## src/sv/skf_pkg.sv

```systemverilog
// ----------------------------------------------------------------------------
// skf_pkg
// Shared constants, microcode format and program of the scalar Kalman filter.
// ----------------------------------------------------------------------------
package skf_pkg;

    localparam int DATA_WIDTH_DEF = 32;
    localparam int FRAC_BITS_DEF  = 16;

    // Configuration register indexes
    localparam int CFG_IDX_W = 2;
    localparam logic [CFG_IDX_W-1:0] CFG_IDX_Q = 2'd0;
    localparam logic [CFG_IDX_W-1:0] CFG_IDX_R = 2'd1;

    // Datapath operations
    localparam int OP_W = 3;
    localparam logic [OP_W-1:0] OP_NONE  = 3'd0;
    localparam logic [OP_W-1:0] OP_PRED  = 3'd1;
    localparam logic [OP_W-1:0] OP_INNOV = 3'd2;
    localparam logic [OP_W-1:0] OP_DIV   = 3'd3;
    localparam logic [OP_W-1:0] OP_MULK  = 3'd4;
    localparam logic [OP_W-1:0] OP_CORR  = 3'd5;
    localparam logic [OP_W-1:0] OP_VAR   = 3'd6;

    // Jump conditions
    localparam int JMP_W = 2;
    localparam logic [JMP_W-1:0] JMP_NONE  = 2'd0;
    localparam logic [JMP_W-1:0] JMP_SZERO = 2'd1;
    localparam logic [JMP_W-1:0] JMP_LOOP  = 2'd2;

    // Program addresses
    localparam int UPC_W = 3;
    localparam logic [UPC_W-1:0] STEP_PRED  = 3'd0;
    localparam logic [UPC_W-1:0] STEP_INNOV = 3'd1;
    localparam logic [UPC_W-1:0] STEP_ZCHK  = 3'd2;
    localparam logic [UPC_W-1:0] STEP_DIV   = 3'd3;
    localparam logic [UPC_W-1:0] STEP_MULK  = 3'd4;
    localparam logic [UPC_W-1:0] STEP_CORR  = 3'd5;
    localparam logic [UPC_W-1:0] STEP_VAR   = 3'd6;

    typedef struct packed {
        logic [OP_W-1:0]  op;
        logic [JMP_W-1:0] jmp;
        logic [UPC_W-1:0] target;
        logic             cnt_load;
        logic             done;
    } t_uword;

    typedef struct packed {
        logic            load;
        logic [OP_W-1:0] op;
    } t_dp_ctl;

    typedef struct packed {
        logic s_zero;
    } t_dp_stat;

    typedef struct packed {
        logic busy;
        logic done;
    } t_seq_stat;

    // Control store: one word per step
    function automatic t_uword ucode(input logic [UPC_W-1:0] addr);
        t_uword w;
        w        = '0;
        w.op     = OP_NONE;
        w.jmp    = JMP_NONE;
        w.target = STEP_PRED;
        unique case (addr)
            STEP_PRED: begin
                w.op = OP_PRED;
            end
            STEP_INNOV: begin
                w.op       = OP_INNOV;
                w.cnt_load = 1'b1;
            end
            STEP_ZCHK: begin
                // skip the divide when the denominator is zero, gain stays 0
                w.jmp    = JMP_SZERO;
                w.target = STEP_MULK;
            end
            STEP_DIV: begin
                w.op     = OP_DIV;
                w.jmp    = JMP_LOOP;
                w.target = STEP_DIV;
            end
            STEP_MULK: begin
                w.op = OP_MULK;
            end
            STEP_CORR: begin
                w.op = OP_CORR;
            end
            STEP_VAR: begin
                w.op   = OP_VAR;
                w.done = 1'b1;
            end
            default: begin
                w.done = 1'b1;
            end
        endcase
        return w;
    endfunction

endpackage

```

## src/sv/scalar_kalman_filter.sv

```systemverilog
// ----------------------------------------------------------------------------
// scalar_kalman_filter
// One-dimensional Kalman filter, fixed point, run by a microcode sequencer.
// ----------------------------------------------------------------------------
// Each accepted item (measurement, control input) runs a predict and an
// update on the kept estimate and variance and yields one result: new
// estimate, new variance, gain and innovation. One item is worked at a time:
// the sequencer runs predict, innovation, a zero check, the divide loop
// (one gain bit per cycle, FRAC_BITS + 1 gain bits), multiply, correction
// and variance, and takes a new item only once the last step is done;
// when the prior variance and R are both zero the divide is skipped, the
// gain stays zero and the item is done sooner. Results sit in an output
// register, so the next item is accepted while a result still waits; the
// last step of an item holds while that register is full and stalled.
// The input side stalls during reset. Configuration writes are ready
// whenever the block is out of reset and must only be made while the block
// is idle.
module scalar_kalman_filter #(
    parameter int DATA_WIDTH = skf_pkg::DATA_WIDTH_DEF,
    parameter int FRAC_BITS  = skf_pkg::FRAC_BITS_DEF
) (
    input  logic                          i_clk,
    input  logic                          i_rst_n,
    input  logic                          i_in_valid,
    output logic                          o_in_stall,
    input  logic [DATA_WIDTH-1:0]         i_measurement,
    input  logic [DATA_WIDTH-1:0]         i_control_input,
    output logic                          o_out_valid,
    input  logic                          i_out_stall,
    output logic [DATA_WIDTH-1:0]         o_estimate,
    output logic [DATA_WIDTH-1:0]         o_error_variance,
    output logic [FRAC_BITS:0]            o_gain,
    output logic [DATA_WIDTH-1:0]         o_innovation,
    input  logic                          i_cfg_valid,
    output logic                          o_cfg_ready,
    input  logic [skf_pkg::CFG_IDX_W-1:0] i_cfg_index,
    input  logic [DATA_WIDTH-1:0]         i_cfg_data
);
    import skf_pkg::*;

    localparam logic [DATA_WIDTH-1:0] ONE_D = DATA_WIDTH'(1) << FRAC_BITS;

    logic [DATA_WIDTH-1:0] r_q, r_r;
    logic                  r_out_valid;
    logic [DATA_WIDTH-1:0] r_out_est, r_out_var, r_out_innov;
    logic [FRAC_BITS:0]    r_out_gain;

    t_dp_ctl               dp_ctl;
    t_dp_stat              dp_stat;
    t_seq_stat             seq_stat;
    logic                  start;
    logic                  hold;
    logic [DATA_WIDTH-1:0] dp_est, dp_var, dp_innov;
    logic [FRAC_BITS:0]    dp_gain;

    // take no item and no register write while in reset
    assign o_in_stall  = seq_stat.busy || !i_rst_n;
    assign start       = i_in_valid && !o_in_stall;
    assign hold        = r_out_valid && i_out_stall;
    assign o_cfg_ready = i_rst_n;

    always_ff @(posedge i_clk) begin
        if (!i_rst_n) begin
            r_q <= ONE_D;
            r_r <= ONE_D;
        end else if (i_cfg_valid) begin
            unique case (i_cfg_index)
                CFG_IDX_Q: r_q <= i_cfg_data;
                CFG_IDX_R: r_r <= i_cfg_data;
                default: begin
                end
            endcase
        end
    end

    skf_seq #(
        .FRAC_BITS (FRAC_BITS)
    ) u_seq (
        .i_clk      (i_clk),
        .i_rst_n    (i_rst_n),
        .i_start    (start),
        .i_hold     (hold),
        .i_dp_stat  (dp_stat),
        .o_dp_ctl   (dp_ctl),
        .o_seq_stat (seq_stat)
    );

    skf_dp #(
        .DATA_WIDTH (DATA_WIDTH),
        .FRAC_BITS  (FRAC_BITS)
    ) u_dp (
        .i_clk           (i_clk),
        .i_rst_n         (i_rst_n),
        .i_ctl           (dp_ctl),
        .i_measurement   (i_measurement),
        .i_control_input (i_control_input),
        .i_q             (r_q),
        .i_r             (r_r),
        .o_stat          (dp_stat),
        .o_estimate      (dp_est),
        .o_variance_next (dp_var),
        .o_gain          (dp_gain),
        .o_innovation    (dp_innov)
    );

    always_ff @(posedge i_clk) begin
        if (!i_rst_n) begin
            r_out_valid <= 1'b0;
        end else if (seq_stat.done) begin
            r_out_valid <= 1'b1;
        end else if (!i_out_stall) begin
            r_out_valid <= 1'b0;
        end
    end

    always_ff @(posedge i_clk) begin
        if (seq_stat.done) begin
            r_out_est   <= dp_est;
            r_out_var   <= dp_var;
            r_out_gain  <= dp_gain;
            r_out_innov <= dp_innov;
        end
    end

    assign o_out_valid      = r_out_valid;
    assign o_estimate       = r_out_est;
    assign o_error_variance = r_out_var;
    assign o_gain           = r_out_gain;
    assign o_innovation     = r_out_innov;

endmodule

```

## src/sv/skf_seq.sv

```systemverilog
// ----------------------------------------------------------------------------
// skf_seq
// Microcode sequencer: step counter, control store, loop counter and jumps.
// ----------------------------------------------------------------------------
module skf_seq #(
    parameter int FRAC_BITS = skf_pkg::FRAC_BITS_DEF
) (
    input  logic                i_clk,
    input  logic                i_rst_n,
    input  logic                i_start,
    input  logic                i_hold,
    input  skf_pkg::t_dp_stat   i_dp_stat,
    output skf_pkg::t_dp_ctl    o_dp_ctl,
    output skf_pkg::t_seq_stat  o_seq_stat
);
    import skf_pkg::*;

    localparam int CNT_W = $clog2(FRAC_BITS + 1);

    logic             r_busy, n_busy;
    logic [UPC_W-1:0] r_upc, n_upc;
    logic [CNT_W-1:0] r_cnt, n_cnt;
    t_uword           uw;
    logic             fire;

    assign uw   = ucode(r_upc);
    // hold the final step while the output register is full and stalled
    assign fire = r_busy && !(uw.done && i_hold);

    always_comb begin
        n_busy = r_busy;
        n_upc  = r_upc;
        n_cnt  = r_cnt;
        if (i_start) begin
            n_busy = 1'b1;
            n_upc  = STEP_PRED;
        end else if (fire) begin
            if (uw.cnt_load) begin
                n_cnt = CNT_W'(FRAC_BITS);
            end
            unique case (uw.jmp)
                JMP_NONE: begin
                    n_upc = UPC_W'(r_upc + 1'b1);
                end
                JMP_SZERO: begin
                    n_upc = i_dp_stat.s_zero ? uw.target : UPC_W'(r_upc + 1'b1);
                end
                JMP_LOOP: begin
                    if (r_cnt != '0) begin
                        n_cnt = CNT_W'(r_cnt - 1'b1);
                        n_upc = uw.target;
                    end else begin
                        n_upc = UPC_W'(r_upc + 1'b1);
                    end
                end
                default: begin
                    n_upc = UPC_W'(r_upc + 1'b1);
                end
            endcase
            if (uw.done) begin
                n_busy = 1'b0;
            end
        end
    end

    always_ff @(posedge i_clk) begin
        if (!i_rst_n) begin
            r_busy <= 1'b0;
            r_upc  <= STEP_PRED;
            r_cnt  <= '0;
        end else begin
            r_busy <= n_busy;
            r_upc  <= n_upc;
            r_cnt  <= n_cnt;
        end
    end

    assign o_dp_ctl.load   = i_start;
    assign o_dp_ctl.op     = fire ? uw.op : OP_NONE;
    assign o_seq_stat.busy = r_busy;
    assign o_seq_stat.done = fire && uw.done;

endmodule

```

## src/sv/skf_dp.sv

```systemverilog
// ----------------------------------------------------------------------------
// skf_dp
// Filter datapath: saturating adders, restoring divider step, one shared
// multiplier with a product register, and the filter state.
// ----------------------------------------------------------------------------
module skf_dp #(
    parameter int DATA_WIDTH = skf_pkg::DATA_WIDTH_DEF,
    parameter int FRAC_BITS  = skf_pkg::FRAC_BITS_DEF
) (
    input  logic                  i_clk,
    input  logic                  i_rst_n,
    input  skf_pkg::t_dp_ctl      i_ctl,
    input  logic [DATA_WIDTH-1:0] i_measurement,
    input  logic [DATA_WIDTH-1:0] i_control_input,
    input  logic [DATA_WIDTH-1:0] i_q,
    input  logic [DATA_WIDTH-1:0] i_r,
    output skf_pkg::t_dp_stat     o_stat,
    output logic [DATA_WIDTH-1:0] o_estimate,
    output logic [DATA_WIDTH-1:0] o_variance_next,
    output logic [FRAC_BITS:0]    o_gain,
    output logic [DATA_WIDTH-1:0] o_innovation
);
    import skf_pkg::*;

    localparam int D  = DATA_WIDTH;
    localparam int F  = FRAC_BITS;
    localparam int G  = F + 1;
    localparam int PW = G + D + 2;
    localparam logic [G-1:0]  GAIN_ONE = G'(1) << F;
    localparam logic [PW-1:0] HALF_P   = PW'(1) << (F - 1);

    function automatic logic [D-1:0] sat_s(input logic [D+1:0] v);
        logic [2:0] top;
        top = v[D+1:D-1];
        if (top == 3'b000 || top == 3'b111) begin
            return v[D-1:0];
        end else if (v[D+1]) begin
            return {1'b1, {(D-1){1'b0}}};
        end else begin
            return {1'b0, {(D-1){1'b1}}};
        end
    endfunction

    // filter state
    logic [D-1:0]  r_x, r_p;
    // per-item working registers
    logic [D-1:0]  r_y, r_u, r_xp, r_pp, r_e;
    logic [D:0]    r_s;
    logic [D+1:0]  r_rem;
    logic [G-1:0]  r_k;
    logic [PW-1:0] r_prod;

    logic [D+1:0]  x_sum, e_sum, x_new, corr;
    logic [D:0]    p_sum, s_sum;
    logic [D-1:0]  pp_sat;
    logic [D+1:0]  s_ext, rem_diff, rem_keep;
    logic          rem_ge;
    logic [G-1:0]  one_mk;
    logic [G:0]    mul_a;
    logic [D:0]    mul_b;
    logic [PW-1:0] prod, mag, mag_rnd, var_rnd;
    logic          neg;
    logic [D:0]    mag_q;

    // predict
    assign x_sum  = {{2{r_x[D-1]}}, r_x} + {{2{r_u[D-1]}}, r_u};
    assign p_sum  = {1'b0, r_p} + {1'b0, i_q};
    assign pp_sat = p_sum[D] ? {D{1'b1}} : p_sum[D-1:0];

    // innovation and denominator
    assign e_sum = {{2{r_y[D-1]}}, r_y} - {{2{r_xp[D-1]}}, r_xp};
    assign s_sum = {1'b0, r_pp} + {1'b0, i_r};

    // one quotient bit per step, kept remainder always below the divisor
    assign s_ext    = {1'b0, r_s};
    assign rem_ge   = (r_rem >= s_ext);
    assign rem_diff = r_rem - s_ext;
    assign rem_keep = rem_ge ? rem_diff : r_rem;

    // shared multiplier
    assign one_mk = GAIN_ONE - r_k;
    assign mul_a  = (i_ctl.op == OP_MULK) ? {1'b0, r_k} : {1'b0, one_mk};
    assign mul_b  = (i_ctl.op == OP_MULK) ? {r_e[D-1], r_e} : {1'b0, r_pp};
    assign prod   = PW'($signed(mul_a) * $signed(mul_b));

    // correction: round magnitude, halves away from zero
    assign neg     = r_prod[PW-1];
    assign mag     = neg ? (~r_prod + 1'b1) : r_prod;
    assign mag_rnd = mag + HALF_P;
    assign mag_q   = mag_rnd[F +: D+1];
    assign corr    = neg ? ~{1'b0, mag_q} + 1'b1 : {1'b0, mag_q};
    assign x_new   = {{2{r_xp[D-1]}}, r_xp} + corr;

    // variance: product is nonnegative and never exceeds the prior
    assign var_rnd = r_prod + HALF_P;

    always_ff @(posedge i_clk) begin
        if (!i_rst_n) begin
            r_x <= '0;
            r_p <= '0;
        end else begin
            if (i_ctl.op == OP_CORR) begin
                r_x <= sat_s(x_new);
            end
            if (i_ctl.op == OP_VAR) begin
                r_p <= var_rnd[F +: D];
            end
        end
    end

    always_ff @(posedge i_clk) begin
        if (i_ctl.load) begin
            r_y <= i_measurement;
            r_u <= i_control_input;
        end
        unique case (i_ctl.op)
            OP_PRED: begin
                r_xp <= sat_s(x_sum);
                r_pp <= pp_sat;
            end
            OP_INNOV: begin
                r_e   <= sat_s(e_sum);
                r_s   <= s_sum;
                r_rem <= {2'b00, r_pp};
                r_k   <= '0;
            end
            OP_DIV: begin
                r_rem <= {rem_keep[D:0], 1'b0};
                r_k   <= {r_k[G-2:0], rem_ge};
            end
            OP_MULK, OP_CORR: begin
                r_prod <= prod;
            end
            default: begin
            end
        endcase
    end

    assign o_stat.s_zero   = (r_s == '0);
    assign o_estimate      = r_x;
    assign o_variance_next = var_rnd[F +: D];
    assign o_gain          = r_k;
    assign o_innovation    = r_e;

endmodule

```

## config.mk

```make
export PLATFORM = sky130hd
export DESIGN_NAME = scalar_kalman_filter
export DESIGN_NICKNAME = d
export VERILOG_FILES = /design/src/sv/skf_pkg.sv /design/src/sv/scalar_kalman_filter.sv /design/src/sv/skf_seq.sv /design/src/sv/skf_dp.sv
export SDC_FILE = /design/constraint.sdc
export NUM_CORES = 2
export LEC_CHECK = 0
export BUFFER_PORTS_ARGS = -buffer_cell sky130_fd_sc_hd__buf_4
export CAP_MARGIN = 20
export CORE_ASPECT_RATIO = 0.8
export CORE_UTILIZATION = 40
export CTS_BUF_LIST = sky130_fd_sc_hd__clkbuf_8 sky130_fd_sc_hd__clkbuf_16
export CTS_CLUSTER_SIZE = 16
export DETAILED_ROUTE_END_ITERATION = 8
export PLACE_DENSITY = 0.67
export SETUP_SLACK_MARGIN = 0.5
export SLEW_MARGIN = 40
export SYNTH_ARGS = -nofsm -noshare
export SYNTH_HDL_FRONTEND = slang
export SYNTH_HIERARCHICAL = 1
export SYNTH_SLANG_ARGS = --single-unit
```

## constraint.sdc

```tcl
create_clock -name i_clk -period 12.8 [get_ports i_clk]
set_input_delay 1.28 -clock i_clk [delete_from_list [all_inputs] [get_ports i_clk]]
set_output_delay 1.28 -clock i_clk [all_outputs]
set_load 0.01 [all_outputs]
```

==> metrics.cfg <==
[synth]
synthesis.instances=5524
number_of_synthesized_flops_with_an_enable_pin=407
post_synth.cell_area_avg_sq_um=9.48
synth-seq-cells=545
syn-cell-area_sq_um=52400
synth.distinct_cells=93
syn-num-nets=6498
portion_of_the_post_synthesis_area_used_by_sequential_elements_pct=28.6
ys.flop_type=edfxtp_1
asyncSetResetFlopFracSynth_pct=0
synth-warning-count=6

[pwr]
switching_part_of_the_total_power_pct=39.0
p_clk_share_pct=25.9
pleak_uw=0.0257
power_switching_uw=2670
combPwrFrac_pct=42.7
p_int_uw=4180
ir_worst_vdd_v=0.000127
power_per_cell_area_nw_per_um2=118
sequential_power_share_pct=31.4

[finish]
final_cell_count_no_fill=7454
final_net_count=6633
multiInputGateArea_sq_um=33900
final-seq-area_sq_um=15000
fillerInstances=12497
final_layout_size_suffix_gt1_share_pct=9.00
synthToLayoutAreaGrowth_pct=11.3

[floorplan]
dieArea_sq_um=132000
core_area_sq_um=130000
placement_rows=118
die_height_um=326
top_level_ports=219
fp.dieW_um=407
start_util_pct=40.4

[setup_path]
critPathLaunchType=register
critPathCaptureType=register
timing.critical_path.arrival_ns=11.19
r2r_slack_ns=1.98
r2r-start=u_seq/r_upc[2]$_SDFFE_PP0P_
slowest_delay_ns=0.69
critical_path.slowest_cell=xor2_1
path_buf_inv=5
crit_path_max_fanout=13
cp_common_cell=fa_1
worst-setup-path-type=reg -> reg
r2r_end=u_dp/r_prod[47]$_DFFE_PP_
cpLargestDelayFamily=adder cells
critPathRequiredTime_ns=13.16
ff2ff_path_depth=33

[routing]
vias_per_cell=5.54
ant_nets=0
avgRoutedWirePerCell_um=23.3
final_wl_mm=174
drt_drc_violations_left=0
drt_pass1_iterations=5
vias=41312
drtIter0Drc=3986

[place]
dp_hpwl_mm=139
port-buffer-count=218
routabilityCongestion=0.997
dp_cells=7339

[global_route]
global_route_total_usage_across_every_layer_pct=26.1
antenna_found_initial=8
largest_net_degree_at_the_start_of_global_routing=98
grt_first_pass_wirelength_mm=258
first_global_vias=40317
globalRouteOverflowTotal=0

[hold_path]
worst_hold_endpoint=o_estimate[7]$_DFFE_PP_
hold_path_depth=0
hold_path.class=reg -> reg
min-delay-start=u_dp/o_estimate[7]$_SDFFE_PN0N_

[clock_network]
worstSkewPairLatency_ns=0.69
postCtsHoldBufs=0
cts.htree.levels=2
clock_path_buffers=3
post_cts_resize_count=0
clock_sink_count=545
postCtsSetupBuffers=0
cts.root.buffer_cell=clkbuf_16
clk_pin_slew_ns=0.06
cts_tree=done
numCtsBuffers=58

[sta]
fmax_mhz=92.4
timing.slew.headroom_pct=38.8
final_period_minus_worst_setup_slack_ns=10.82
setup_repair_after_global_routing_missed_its_margin=no
clock_skew_ns=0.0831
setup-tns-final_ns=0
drv_slew=0
period_share_pct=84.6
max_slew.worst_pin.slew_ns=0.893
setup_violations=0
report.final.hold_viol_count=0

[outcome]
run_status=finished clean

[flow_run]
drv_cap=0

==> flip-flops by register name, summed over array words and instances, names as in the netlist, 17 cells and up <==
name               count
o_error_variance      32
o_estimate            32
o_gain                17
o_innovation          32
r_q                   32
r_r                   32
u_dp/o_estimate       32
u_dp/o_gain           17
u_dp/o_innovation     32
u_dp/r_p              32
u_dp/r_pp             32
u_dp/r_prod           50
u_dp/r_rem            34
u_dp/r_s              33
u_dp/r_u              32
u_dp/r_xp             32
u_dp/r_y              32
==> power groups by stage <==
| stage | Sequential (uW) | Combinational [uW] | Clock [uW] |
|---|---|---|---|
| 3_5_place_dp | 2180 | 2840 | 0 |
| 3_3_place_gp | 2180 | 2850 | 0 |
| 4_1_cts | 2150 | 2890 | 1820 |
| 6_report | 2150 | 2930 | 1780 |
| 5_1_grt | 2150 | 3230 | 1880 |
| 2_1_floorplan | 2130 | 1980 | 0 |
==> worst register-to-register path, delay by kind of cell, from the launching register on <==
| kind | cells | cell delay [ns] |
|---|---|---|
| adders and majority gates | 8 | 3.71 |
| AOI/OAI and AO/OA | 12 | 3.02 |
| and+or+nand+nor | 6 | 1.80 |
| xor gates and xnor gates | 2 | 0.84 |
| buffers and inverters | 5 | 0.69 |
| DFF | 1 | 0.44 |
==> kinds of logic (layout without fill, tap and decap cells) <==
logic type               count (synthesis)  in the layout  synth area share [%]
buffers and inverters                  978           1163                  7.35
AO/OA/AOI/OAI                          884            884                  11.0
XOR/XNOR                               357            357                  5.97
other                                    0              5                     0
adder cells (fa/ha/maj)                906            906                  29.2
multiplexers                           142            142                  2.73
flip-flops                             545            545                  28.6
AND/OR/NAND/NOR                       1712           1712                  15.1
==> worst max-delay path by stage <==
stage	from	to	slack, ns	cells past startpoint
global route	u_seq/r_upc[0]$_SDFFE_PP0P_	u_dp/r_prod[45]$_DFFE_PP_	1.47	33
CTS	u_seq/r_upc[0]$_SDFFE_PP0P_	u_dp/r_prod[47]$_DFFE_PP_	2.20	31
finish	u_seq/r_upc[2]$_SDFFE_PP0P_	u_dp/r_prod[47]$_DFFE_PP_	1.98	33
detailed placement	i_out_stall	u_dp/r_prod[47]$_DFFE_PP_	1.56	31
floorplan	i_out_stall	u_dp/r_prod[47]$_DFFE_PP_	0.68	34
global placement	i_out_stall	u_dp/r_prod[47]$_DFFE_PP_	1.60	30
==> per-stage QoR <==
| stage | worst slack [ns] | hold slack, ns | util (%) | total power (uW) | cell area, sq um |
|---|---|---|---|---|---|
| after floorplan | 0.679 | 0.424 | - | 4110 | 52400 |
| after global placement | 1.60 | 0.453 | 43.2 | 5030 | 56000 |
| after detailed placement | 1.56 | 0.450 | 43.3 | 5020 | 56200 |
| after CTS | 2.20 | 0.435 | 44.9 | 6850 | 58200 |
| after global routing | 1.47 | 0.454 | 45.0 | 7260 | 58300 |
| final | 1.98 | 0.424 | 45.0 | 6860 | 58300 |
==> cells in the mapped netlist, types with 14 or more instances <==
master / n / area share, %
xnor2_1: 238 / 4.0
xor2_1: 119 / 2.0
nor3_1: 93 / 0.89
a21boi_0: 14 / 0.20
a211oi_1: 26 / 0.37
nand2_1: 750 / 5.4
dfxtp_1: 138 / 5.3
nand3_1: 76 / 0.73
and3_1: 59 / 0.70
ha_1: 329 / 7.9
or4_1: 17 / 0.24
o21a_1: 38 / 0.54
o211ai_1: 17 / 0.24
o311a_1: 28 / 0.53
nor4_1: 37 / 0.44
and2_1: 43 / 0.51
fa_1: 542 / 21
a211o_1: 15 / 0.25
maj3_1: 35 / 0.67
nand2b_1: 38 / 0.45
nor2_1: 364 / 2.6
a31oi_1: 69 / 0.82
o21bai_1: 29 / 0.42
or2_2: 49 / 0.59
clkbuf_1: 173 / 1.2
a21o_1: 82 / 1.2
inv_1: 755 / 5.4
or3_1: 39 / 0.47
nor2b_1: 52 / 0.62
edfxtp_1: 407 / 23
nand4_1: 39 / 0.47
o31ai_1: 61 / 0.87
a21oi_1: 192 / 1.8
o21ai_0: 215 / 2.1
mux2i_1: 135 / 2.6
==> cell type report <==
class                           instances  area share (%)
Inverter                              756            4.87
Sequential cell                       545            25.7
Multi-Input combinational cell       4001            58.2
Timing Repair Buffer                  297            3.96
Clock buffer                           67            2.78
Clock inverter                         43           0.689
Antenna cell                            5          0.0215
Tap cell                             1740            3.74
==> per-layer routing <==
metal | share of wire [%] | vias up | global-route usage (%)
li1 | - | 18812 | -
met1 | 44 | 20390 | 37.5
met2 | 42 | 1840 | 37.9
met3 | 10 | 266 | 7.62
met4 | 3.2 | 4 | 7.50
met5 | 0.066 | - | 0.501
==> layout by cell type (no fill, tap or decap), drive strengths merged, types with 17 or more instances in the layout <==
| cell type | count |
|---|---|
| inv | 774 |
| nand2 | 750 |
| fa | 542 |
| edfxtp | 407 |
| nor2 | 365 |
| ha | 329 |
| buf | 297 |
| xnor2 | 238 |
| o21ai | 221 |
| a21oi | 192 |
| dfxtp | 138 |
| mux2i | 135 |
| xor2 | 119 |
| nor3 | 93 |
| a21o | 82 |
| nand3 | 76 |
| a31oi | 70 |
| clkbuf | 67 |
| o31ai | 61 |
| and3 | 59 |
| nor2b | 52 |
| or2 | 49 |
| and2 | 43 |
| nand4 | 40 |
| or3 | 39 |
| nor4 | 39 |
| o21a | 38 |
| nand2b | 38 |
| maj3 | 35 |
| o21bai | 29 |
| o311a | 29 |
| a211oi | 27 |
| or4 | 18 |
| o211ai | 17 |
No activity file was read; power rests on OpenSTA's default activity.
